File: config.mk
export PLATFORM = sky130hd
export DESIGN_NAME = mains_level_fault_monitor_unit
export DESIGN_NICKNAME = d
export VERILOG_FILES = /design/src/rtl/core/mlfm_pkg.sv /design/src/rtl/core/mains_level_fault_monitor_unit.sv /design/src/rtl/core/mlfm_cfg_regs.sv
export SDC_FILE = /design/constraint.sdc
export NUM_CORES = 1
export LEC_CHECK = 0
export BUFFER_PORTS_ARGS = -buffer_cell sky130_fd_sc_hd__buf_4
export CAP_MARGIN = 10
export CORE_ASPECT_RATIO = 0.9
export CORE_MARGIN = 2
export CORE_UTILIZATION = 55
export CTS_BUF_LIST = sky130_fd_sc_hd__clkbuf_4
export DETAILED_ROUTE_END_ITERATION = 8
export PLACE_DENSITY = 0.78
export SETUP_SLACK_MARGIN = 0.02
export SLEW_MARGIN = 20
export SYNTH_ARGS = -nofsm -noshare
export SYNTH_HDL_FRONTEND = slang
export SYNTH_SLANG_ARGS = --single-unit
export TNS_END_PERCENT = 50
File: constraint.sdc
create_clock -name aclk -period 10.28 [get_ports aclk]
set_input_delay 0.514 -clock aclk [delete_from_list [all_inputs] [get_ports aclk]]
set_output_delay 0.514 -clock aclk [all_outputs]
set_load 0.05 [all_outputs]
File: src/rtl/core/mlfm_pkg.sv
// Shared types and constants for the mains level fault monitor.
// Holds the sample width, the configuration register map and the event codes.
// Depends on nothing; every other file of the block imports it.
package mlfm_pkg;

    localparam int SAMPLE_BITS = 10;
    localparam int THRESH_BITS = 10;
    localparam int CMP_W = (SAMPLE_BITS > THRESH_BITS) ? SAMPLE_BITS : THRESH_BITS;
    localparam int PHASE_BITS = 16;
    localparam int CONFIRM_BITS = 4;
    localparam int CFG_INDEX_BITS = 3;
    localparam int CFG_DATA_BITS = 16;

    typedef enum logic [CFG_INDEX_BITS-1:0] {
        CFG_ENABLE          = 3'd0,
        CFG_IDLE_TICKS      = 3'd1,
        CFG_WINDOW_TICKS    = 3'd2,
        CFG_TRIP_HIGH       = 3'd3,
        CFG_TRIP_LOW        = 3'd4,
        CFG_CLEAR_HIGH      = 3'd5,
        CFG_CLEAR_LOW       = 3'd6,
        CFG_CONFIRM_WINDOWS = 3'd7
    } cfg_index_t;

    typedef enum logic [1:0] {
        EV_NONE    = 2'd0,
        EV_RAISED  = 2'd1,
        EV_CLEARED = 2'd2
    } event_t;

    localparam logic REQ_TICK   = 1'b0;
    localparam logic REQ_SAMPLE = 1'b1;

    typedef struct packed {
        logic                    enable;
        logic [PHASE_BITS-1:0]   idle_ticks;
        logic [PHASE_BITS-1:0]   window_ticks;
        logic [THRESH_BITS-1:0]  trip_high;
        logic [THRESH_BITS-1:0]  trip_low;
        logic [THRESH_BITS-1:0]  clear_high;
        logic [THRESH_BITS-1:0]  clear_low;
        logic [CONFIRM_BITS-1:0] confirm_windows;
    } cfg_t;

endpackage

File: src/rtl/core/mains_level_fault_monitor_unit.sv
// Top level of the mains level fault monitor: input register, phase and peak logic,
// window judgment with debounce, and the result register.
// Depends on mlfm_pkg and mlfm_cfg_regs.
//
//  Channel   Direction  Handshake              Payload
//  s_        in         s_valid / s_ready      s_req_type, s_sample
//  m_        out        m_valid / m_ready      m_sampling, m_fault, m_event_res
//  cfg_      in         cfg_valid / cfg_ready  cfg_index, cfg_data
//
// One transaction per cycle is sustained while m_ready holds; each is held in the input register,
// and its result is loaded into the result register when it advances.
// Reset is synchronous and clears all monitor state and restores the default settings.
// A stalled result keeps one further transaction in the input register before s_ready drops.
module mains_level_fault_monitor_unit (
    input  logic                                  aclk,
    input  logic                                  aresetn,
    input  logic                                  s_valid,
    output logic                                  s_ready,
    input  logic                                  s_req_type,
    input  logic [mlfm_pkg::SAMPLE_BITS-1:0]      s_sample,
    output logic                                  m_valid,
    input  logic                                  m_ready,
    output logic                                  m_sampling,
    output logic                                  m_fault,
    output logic [1:0]                            m_event_res,
    input  logic                                  cfg_valid,
    output logic                                  cfg_ready,
    input  logic [mlfm_pkg::CFG_INDEX_BITS-1:0]   cfg_index,
    input  logic [mlfm_pkg::CFG_DATA_BITS-1:0]    cfg_data
);
    import mlfm_pkg::*;

    cfg_t cfg;

    mlfm_cfg_regs u_cfg_regs (
        .aclk      (aclk),
        .aresetn   (aresetn),
        .cfg_valid (cfg_valid),
        .cfg_ready (cfg_ready),
        .cfg_index (cfg_index),
        .cfg_data  (cfg_data),
        .cfg       (cfg)
    );

    logic                    in_valid_reg;
    logic                    in_req_reg;
    logic [SAMPLE_BITS-1:0]  in_sample_reg;

    logic [PHASE_BITS-1:0]   phase_reg,   phase_next;
    logic                    window_reg,  window_next;
    logic [SAMPLE_BITS-1:0]  peak_reg,    peak_next;
    logic [CONFIRM_BITS-1:0] confirm_reg, confirm_next;
    logic                    fault_reg,   fault_next;
    event_t                  event_next;

    logic                    out_valid_reg;
    logic                    out_sampling_reg;
    logic                    out_fault_reg;
    event_t                  out_event_reg;

    logic                    advance;
    logic [PHASE_BITS-1:0]   phase_inc;
    logic [CONFIRM_BITS-1:0] confirm_inc;
    logic [CMP_W-1:0]        peak_cmp;
    logic                    qualifies;

    assign advance = in_valid_reg && (!out_valid_reg || m_ready);
    assign s_ready = !in_valid_reg || advance;

    assign phase_inc   = phase_reg + PHASE_BITS'(1);
    assign confirm_inc = confirm_reg + CONFIRM_BITS'(1);
    assign peak_cmp    = CMP_W'(peak_reg);

    always_comb begin
        if (fault_reg) begin
            qualifies = (peak_cmp <= CMP_W'(cfg.clear_high)) &&
                        (peak_cmp >= CMP_W'(cfg.clear_low));
        end else begin
            qualifies = (peak_cmp >= CMP_W'(cfg.trip_high)) ||
                        (peak_cmp <= CMP_W'(cfg.trip_low));
        end
    end

    always_comb begin
        phase_next   = phase_reg;
        window_next  = window_reg;
        peak_next    = peak_reg;
        confirm_next = confirm_reg;
        fault_next   = fault_reg;
        event_next   = EV_NONE;
        if (in_req_reg == REQ_SAMPLE) begin
            if (window_reg && (in_sample_reg > peak_reg)) begin
                peak_next = in_sample_reg;
            end
        end else if (cfg.enable) begin
            phase_next = phase_inc;
            if (!window_reg) begin
                if (phase_inc >= cfg.idle_ticks) begin
                    phase_next  = '0;
                    window_next = 1'b1;
                end
            end else if (phase_inc >= cfg.window_ticks) begin
                phase_next  = '0;
                window_next = 1'b0;
                peak_next   = '0;
                if (qualifies) begin
                    if (confirm_inc >= cfg.confirm_windows) begin
                        confirm_next = '0;
                        fault_next   = !fault_reg;
                        event_next   = fault_reg ? EV_CLEARED : EV_RAISED;
                    end else begin
                        confirm_next = confirm_inc;
                    end
                end else begin
                    confirm_next = '0;
                end
            end
        end
    end

    always_ff @(posedge aclk) begin
        if (!aresetn) begin
            in_valid_reg  <= 1'b0;
            out_valid_reg <= 1'b0;
            phase_reg     <= '0;
            window_reg    <= 1'b0;
            peak_reg      <= '0;
            confirm_reg   <= '0;
            fault_reg     <= 1'b0;
        end else begin
            if (s_ready) begin
                in_valid_reg <= s_valid;
            end
            if (advance) begin
                out_valid_reg <= 1'b1;
            end else if (m_ready) begin
                out_valid_reg <= 1'b0;
            end
            if (advance) begin
                phase_reg   <= phase_next;
                window_reg  <= window_next;
                peak_reg    <= peak_next;
                confirm_reg <= confirm_next;
                fault_reg   <= fault_next;
            end
        end
    end

    always_ff @(posedge aclk) begin
        if (s_valid && s_ready) begin
            in_req_reg    <= s_req_type;
            in_sample_reg <= s_sample;
        end
        if (advance) begin
            out_sampling_reg <= window_next;
            out_fault_reg    <= fault_next;
            out_event_reg    <= event_next;
        end
    end

    assign m_valid     = out_valid_reg;
    assign m_sampling  = out_sampling_reg;
    assign m_fault     = out_fault_reg;
    assign m_event_res = out_event_reg;

    // A raised event always reports the fault as present, a cleared one as absent.
    a_event_matches_fault: assert property (@(posedge aclk) disable iff (!aresetn)
        m_valid && (m_event_res != EV_NONE) |-> (m_fault == (m_event_res == EV_RAISED)))
        else $error("event code disagrees with fault flag");

    // Events only arise when a window closes.
    a_event_closes_window: assert property (@(posedge aclk) disable iff (!aresetn)
        m_valid && (m_event_res != EV_NONE) |-> !m_sampling)
        else $error("event reported while window still open");

    // The fault flag moves only when a transaction is processed.
    a_fault_held: assert property (@(posedge aclk) disable iff (!aresetn)
        !advance |=> $stable(fault_reg))
        else $error("fault flag changed without a transaction");

    // The peak hold stays cleared while the window is closed.
    a_peak_idle_zero: assert property (@(posedge aclk) disable iff (!aresetn)
        !window_reg |-> (peak_reg == '0))
        else $error("peak held outside the sampling window");

endmodule

File: src/rtl/core/mlfm_cfg_regs.sv
// Configuration register file of the mains level fault monitor.
// Decodes writes from the configuration channel into the settings struct.
// Depends on mlfm_pkg.
module mlfm_cfg_regs (
    input  logic                                  aclk,
    input  logic                                  aresetn,
    input  logic                                  cfg_valid,
    output logic                                  cfg_ready,
    input  logic [mlfm_pkg::CFG_INDEX_BITS-1:0]   cfg_index,
    input  logic [mlfm_pkg::CFG_DATA_BITS-1:0]    cfg_data,
    output mlfm_pkg::cfg_t                        cfg
);
    import mlfm_pkg::*;

    cfg_t cfg_reg;
    cfg_t cfg_next;

    assign cfg_ready = 1'b1;
    assign cfg = cfg_reg;

    always_comb begin
        cfg_next = cfg_reg;
        if (cfg_valid) begin
            unique case (cfg_index_t'(cfg_index))
                CFG_ENABLE:          cfg_next.enable = cfg_data[0];
                CFG_IDLE_TICKS:      cfg_next.idle_ticks = cfg_data[PHASE_BITS-1:0];
                CFG_WINDOW_TICKS:    cfg_next.window_ticks = cfg_data[PHASE_BITS-1:0];
                CFG_TRIP_HIGH:       cfg_next.trip_high = cfg_data[THRESH_BITS-1:0];
                CFG_TRIP_LOW:        cfg_next.trip_low = cfg_data[THRESH_BITS-1:0];
                CFG_CLEAR_HIGH:      cfg_next.clear_high = cfg_data[THRESH_BITS-1:0];
                CFG_CLEAR_LOW:       cfg_next.clear_low = cfg_data[THRESH_BITS-1:0];
                CFG_CONFIRM_WINDOWS: cfg_next.confirm_windows = cfg_data[CONFIRM_BITS-1:0];
                default:             cfg_next = cfg_reg;
            endcase
        end
    end

    always_ff @(posedge aclk) begin
        if (!aresetn) begin
            cfg_reg.enable          <= 1'b1;
            cfg_reg.idle_ticks      <= PHASE_BITS'(70);
            cfg_reg.window_ticks    <= PHASE_BITS'(2);
            cfg_reg.trip_high       <= THRESH_BITS'(400);
            cfg_reg.trip_low        <= THRESH_BITS'(210);
            cfg_reg.clear_high      <= THRESH_BITS'(400);
            cfg_reg.clear_low       <= THRESH_BITS'(200);
            cfg_reg.confirm_windows <= CONFIRM_BITS'(2);
        end else begin
            cfg_reg <= cfg_next;
        end
    end

endmodule
==> results.json, run 1 <==
{
  "status": "complete, no violations",
  "yosys.area_share.simple_pct": 19.41,
  "fin_crit_ns": 3.885,
  "grt_pass1_vias": 5710,
  "cts_buffers": 17,
  "power.density_nw_per_um2": 120.3,
  "largest_reg_flops": 77,
  "initialDrtViolationCount": 373,
  "synth_fp_nets": 974,
  "dr.pass1.iters": 4,
  "synth_ff_type": "dfxtp_1",
  "cp.arrival_ns": 4.35,
  "reg2reg_from": "phase_reg[0]",
  "worstMarginPinSlew_ns": 0.8606,
  "finalSetupViolCount": 0,
  "synthMuxAreaShare_pct": 2.204,
  "criticalPathCategory": "flip-flop to flip-flop",
  "crit_family": "compound AO/OA/AOI/OAI gates",
  "synth_top_family_by_area": "simple AND/OR/NAND/NOR gates",
  "maxCapViolCount": 0,
  "postCtsHoldBufs": 0,
  "path_cells": "ha_1 > nand3_1 > nor2_1 > and3_1 > nand3_1 > xnor2_1 > ha_1 > a21o_1 > a21oi_1 > nand4_2 > a21oi_2 > nand2_1 > o22ai_1",
  "clkTransAtPathRegs_ns": 0.12,
  "setup_slack_ns": 6.395,
  "setup-tns-final_ns": 0,
  "initial_core_util_pct": 56.83,
  "die_h_um": 113.0,
  "synth_cells": 851,
  "start_kind": "flip-flop",
  "drc": 0,
  "portBuffers": 40,
  "avgSynthCellArea_um2": 8.538,
  "ant_nets": 0,
  "routabilityCongestion": 0.9138,
  "wirelength_um": 16330,
  "synthAdderAreaFrac_pct": 15.15,
  "reg2reg_slack_ns": 6.40,
  "antenna_found_initial": 0,
  "synthXorXnorAreaFrac_pct": 1.929,
  "synth_seq_area_share_pct": 36.78,
  "clockBufferDepth": 2,
  "cpPeakStageDelay_ns": 0.52,
  "required_ns": 10.75,
  "finClkSkew_ns": 0.02497,
  "synth-edff-count": 15,
  "core.rowCount": 39,
  "ys_top_cells_by_area": "dfxtp_1 (31%), ha_1 (15%), nand2_1 (9.3%)",
  "grt_pass1_wl_um": 27760,
  "crit_buf_inv": 0,
  "yosysTopAreaCell": "dfxtp_1",
  "min_path_type": "input port to flip-flop",
  "fmax_ghz": 0.2574,
  "yosysWarningCount": 0,
  "grtUsageTotal_pct": 24.41,
  "slew_headroom_pct": 42.41,
  "htree_levels": 4,
  "r2r-end": "phase_reg[2]",
  "ir_drop_mv": 0.09924,
  "cp-endpoint": "phase_reg[2]",
  "setup.worst_path.start": "phase_reg[0]",
  "crit_cells": 13,
  "die_area_um2": 14150,
  "async_flop_share_pct": 0,
  "num-nets-final": 1003,
  "area_growth_pct": 9.540,
  "layout-drive-gt1-share_pct": 9.518,
  "grt_overflow_total": 0,
  "hold_viol_final": 0,
  "finalMaxSlewViolations": 0,
  "cts_tree": "built",
  "grt_max_degree": 75,
  "vias": 5834,
  "post_cts_resized": 0,
  "synth_top_area_share_pct": 30.58,
  "syn_area_um2": 7266,
  "cellLeakagePower_nw": 3.254,
  "reg2regPathDepth": 13,
  "cts-root-buf": "clkbuf_4",
  "cp_slowest_cell": "a21oi_2",
  "ios": 42,
  "synth_compound_area_share_pct": 18.10,
  "worstPathMaxFanout": 12,
  "post-place-ws_ns": 6.418,
  "core-area_um2": 12780,
  "rsz0062_at_grt": "false",
  "wire_per_inst_um": 15.45,
  "clk_latency_ns": 0.55,
  "post-cts-setup-buffers": 0,
  "synth.distinct_cells": 59,
  "fp.dieW_um": 125.2,
  "dp_hpwl_um": 11910,
  "period_share_pct": 37.79,
  "end_kind": "flip-flop",
  "antennaDiodeCount": 0,
  "synth_seq_cells": 126,
  "via_per_inst": 5.519,
  "clock_sinks": 126
}
[metrics by stage]
stage          cells  area (µm²)  utilization, %  hold WS, ns  total power, mW
2_1_floorplan    851        7266               -       0.4332           0.5743
3_3_place_gp    1025        7654           59.86       0.4521           0.6020
3_5_place_dp    1025        7654           59.86       0.4572           0.6036
4_1_cts         1057        7950           62.18       0.1103           0.9605
5_1_grt         1057        7959           62.25      0.08645           0.9963
6_report        1057        7959           62.25       0.1265           0.9577
[cell usage in the layout, fill, tap and decap left out, drive strengths merged, types with 20 or more instances in the layout]
master,synthesis,routed
a21boi,66,66
a21oi,31,31
buf,6,44
clkbuf,28,20
dfxtp,111,111
ha,88,88
inv,84,85
nand2,180,180
nand3,37,37
nor2,20,20
o211ai,23,23
[synth_stat cells, types with 4 or more instances]
cell and n:
nand2_1 180, dfxtp_1 111, ha_1 88, inv_1 84, a21boi_0 58, nand3_1 35
a21oi_1 30, clkbuf_1 27, o211ai_1 22, nor2_1 20, mux2i_1 16, edfxtp_1 15
nor2b_1 15, o21ai_0 12, a21o_1 11, nand4_1 11, nand2b_1 10, xnor2_1 10
a211oi_1 9, a21boi_1 8, and3_1 8, o21a_1 6, xor2_1 6, nor3_1 5
or3_1 4
[where the power goes]
group          switching [mW]  internal (mW)
clock                   0.190          0.175
sequential            0.00614          0.509
combinational          0.0469         0.0312
[area by class of cell]
cell class	instances	area (µm²)
multi-input combinational	607	4139
clock inverter	12	146.4
clock buffer	20	150.1
tap	164	205.2
sequential	126	2673
fill	1181	4826
timing repair buffer	44	330.3
inverter	84	315.3
[per-layer routing]
metal | vias to the layer above | global-route usage [%] | share of wire (%)
met1 | 2684 | 30.29 | 44
met3 | 33 | 5.816 | 5.6
met4 | 0 | 8.889 | 2.5
met5 | - | 0 | 0
li1 | 2992 | - | -
met2 | 125 | 41.67 | 48
[worst min-delay path by stage]
stage                                  start            endpoint  cells past startpoint  slack, ns
final                            s_sample[4]    in_sample_reg[4]                      1       0.13
after global placement    u_cfg_regs.cfg[37]  u_cfg_regs.cfg[37]                      2       0.45
after global routing             s_sample[6]    in_sample_reg[6]                      1       0.09
after detailed placement  u_cfg_regs.cfg[47]  u_cfg_regs.cfg[47]                      2       0.46
after floorplan           u_cfg_regs.cfg[76]  u_cfg_regs.cfg[76]                      2       0.43
after CTS                        s_sample[4]    in_sample_reg[4]                      1       0.11
[cell families after synthesis]
| family | Yosys count |
|---|---|
| compound gates | 181 |
| xor+xnor | 16 |
| fa+ha+maj | 88 |
| buf+inv | 118 |
| flops | 126 |
| mux | 16 |
| other cells | 1 |
| simple gates | 305 |
(Power assumes the default switching activity.)
==> run 2: changes to the inputs <==
- ABC_AREA: unset -> 1
- PLACE_DENSITY: 0.78 -> 0.81
- clock period: 10.28 -> 3.3 ns (I/O delays scaled with it)
==> run 2 against run 1 <==
Effect of this change:
- die area shrank 1.7%
- critical path depth is the same
- worst setup slack lost 6.1 ns
- clock skew shrank 0.0078 ns
- synthesized cell count grew 9.4%
- critical path type unchanged
- global-route usage grew 0.61 points
- worst hold slack lost 0.051 ns
- area after synthesis shrank 1.8%
- largest power group unchanged
- clock-buffer cell count grew 3
- sequential share of layout area shrank 0.76 points
==> results.json, run 2 <==
{
  "dr.pass1.iters": 5,
  "cp.arrival_ns": 3.48,
  "grt_overflow_total": 0,
  "comb_power_share_pct": 11.2,
  "reg2regPathDepth": 13,
  "grt_pass1_vias": 5722,
  "syn_area_um2": 7137,
  "clk_latency_ns": 0.57,
  "portBuffers": 40,
  "cts-root-buf": "clkbuf_4",
  "clockBufferDepth": 2,
  "ys_top_cells_by_count": "nand2_1 (157), inv_1 (138), dfxtp_1 (111), a21oi_1 (103), ha_1 (88)",
  "via_per_inst": 5.348,
  "criticalPathCategory": "flip-flop to flip-flop",
  "synth_top_area_share_pct": 31.14,
  "ir_drop_mv": 0.3777,
  "area_growth_pct": 14.10,
  "power.share.clock_pct": 36.4,
  "core-area_um2": 12690,
  "synth_ff_type": "dfxtp_1",
  "slew_headroom_pct": 43.16,
  "num-nets-final": 1117,
  "initialDrtViolationCount": 421,
  "end_kind": "flip-flop",
  "stdcell_count": 1171,
  "post-route-util_pct": 64.18,
  "grt_pass1_wl_um": 27190,
  "reg2reg_slack_ns": 0.31,
  "hold_viol_final": 0,
  "synth_seq_cells": 126,
  "vias": 6263,
  "required_ns": 3.79,
  "core.rowCount": 39,
  "post-cts-setup-buffers": 0,
  "crit_buf_inv": 0,
  "ios": 42,
  "synth_seq_area_share_pct": 37.45,
  "fin_crit_ns": 2.994,
  "rsz0062_at_grt": "false",
  "clkTransAtPathRegs_ns": 0.11,
  "yosysTopAreaCell": "dfxtp_1",
  "finClkSkew_ns": 0.01717,
  "antenna_found_initial": 0,
  "power_switching_uw": 799.1,
  "wirelength_um": 16090,
  "worstMarginPinSlew_ns": 0.8526,
  "fmax_ghz": 0.3340,
  "hold_start": "cfg_valid",
  "cpPeakStageDelay_ns": 0.44,
  "synth_cells": 931,
  "power.density_nw_per_um2": 380.9,
  "internal-power_mw": 2.303,
  "r2r-end": "phase_reg[4]",
  "drc": 0,
  "die_h_um": 112.1,
  "cp_slowest_cell": "dfxtp_1",
  "ys_top_cells_by_area": "dfxtp_1 (31%), ha_1 (15%), nand2_1 (8.3%)",
  "crit_path_frequent_cell": "nand2_1",
  "final_common_cell": "nand2_1",
  "htree_levels": 4,
  "ant_nets": 0,
  "cts_tree": "built",
  "min_path_type": "input port to flip-flop",
  "finalSetupViolCount": 0,
  "synth-edff-count": 15,
  "antennaDiodeCount": 0,
  "wire_per_inst_um": 13.74,
  "initial_core_util_pct": 56.25,
  "seqPwrFrac_pct": 52.4,
  "avgSynthCellArea_um2": 7.666,
  "yosysWarningCount": 0,
  "synth_fp_nets": 1054,
  "period_share_pct": 90.73,
  "final_cell_mix": "nand2_1 (156), inv_1 (138), dfxtp_1 (111), a21oi_1 (103), ha_1 (88)",
  "routabilityCongestion": 0.8627,
  "grtUsageTotal_pct": 25.02,
  "worstPathMaxFanout": 15,
  "synth_most_common_cell": "nand2_1",
  "hold_path_depth": 5,
  "dp_hpwl_um": 11480,
  "crit_family": "simple AND/OR/NAND/NOR gates",
  "reg2reg_from": "phase_reg[0]",
  "holdPathEnd": "u_cfg_regs.cfg[76]",
  "largest_reg_flops": 77,
  "status": "complete, no violations",
  "die_area_um2": 13900,
  "maxCapViolCount": 0,
  "async_flop_share_pct": 0,
  "setup-tns-final_ns": 0,
  "clock_sinks": 126,
  "cellLeakagePower_nw": 3.775,
  "synth.distinct_cells": 37,
  "start_kind": "flip-flop",
  "path_cells": "ha_1 > nand2_1 > nor2_1 > xor2_1 > ha_1 > nand2_1 > o21bai_1 > nand2_1 > a21oi_1 > nand3_1 > nand2_1 > nand4_1 > a21oi_1",
  "finalMaxSlewViolations": 0,
  "layout-drive-gt1-share_pct": 9.533,
  "whs_ns": 0.07514,
  "grt_max_degree": 94,
  "fp.dieW_um": 124.1,
  "swShare_pct": 25.76,
  "cts_buffers": 17,
  "place_inst": 1107
}
-- run 2: cell types whose count changed after synthesis, moves of 9 or more --
cell	previous run	this run
a21oi_1	30	103
o21ai_0	12	71
inv_1	84	138
nor2_1	20	73
a21boi_0	58	8
nand2_1	180	157
nand4_1	11	28
mux2i_1	16	0
nor2b_1	15	0
a21o_1	11	1
nand2b_1	10	0
clkbuf_1	27	18
-- run 2: area by class of cell --
| class | count | area (µm²) |
|---|---|---|
| clock inverter | 9 | 117.6 |
| sequential | 126 | 2673 |
| inverter | 145 | 544.3 |
| timing repair buffer | 74 | 635.6 |
| multi-input combinational | 630 | 3795 |
| tap | 164 | 205.2 |
| fill | 1092 | 4544 |
| clock buffer | 23 | 172.7 |
-- run 2: layer usage --
layer	global-route usage, %	wire length, µm	part of all wire, %
met1	36.30	7710	48
met2	37.05	7034	44
met3	5.386	1126	7.0
met4	8.165	220	1.4
met5	0	0	0
-- run 2: worst max-delay path by stage --
stage | start | to | cells after the start
after floorplan | phase_reg[5] | phase_reg[13] | 15
after CTS | phase_reg[0] | phase_reg[4] | 15
after global routing | phase_reg[3] | peak_cmp[2] | 19
final | phase_reg[0] | phase_reg[4] | 13
after detailed placement | phase_reg[0] | phase_reg[4] | 15
after global placement | phase_reg[3] | phase_reg[8] | 14
-- run 2: tightest hold or removal path: cells and delay by family --
kind	cells	cell delay, ns
AOI/OAI and AO/OA	2	0.21
buffers and inverters	2	0.17
and+or+nand+nor	1	0.06
-- run 2: cell families (layout without fill, tap and decap cells) --
group | after synthesis | after routing | share of synthesized area [%]
compound gates | 213 | 213 | 16.34
simple gates | 312 | 312 | 19.25
flops | 126 | 126 | 37.45
xor+xnor | 16 | 16 | 1.964
fa+ha+maj | 88 | 88 | 15.43
buf+inv | 175 | 251 | 9.519
other cells | 1 | 1 | 0.05254
-- run 2: timing repair --
| action | CTS | global route |
|---|---|---|
| resized for setup | 0 | 2 |
| endpoints found under the hold margin | 90 | 0 |
| endpoints found under the setup margin | 0 | 3 |
| hold buffers | 32 | 0 |
-- run 2: metrics by stage --
step | worst slack [ns] | power, mW | cell area, µm²
global route | 0.04060 | 3.243 | 8143
detailed placement | 0.3682 | 1.973 | 7522
global placement | 0.4106 | 1.965 | 7522
floorplan | 0.9231 | 1.869 | 7137
finish | 0.3060 | 3.102 | 8143
CTS | 0.2993 | 3.114 | 8133
-- run 2: power groups by stage --
stage | clock network [mW] | logic, mW | registers [mW]
detailed placement | 0 | 0.313 | 1.66
CTS | 1.14 | 0.346 | 1.62
global route | 1.21 | 0.398 | 1.63
floorplan | 0 | 0.208 | 1.66
finish | 1.13 | 0.349 | 1.62
global placement | 0 | 0.307 | 1.66
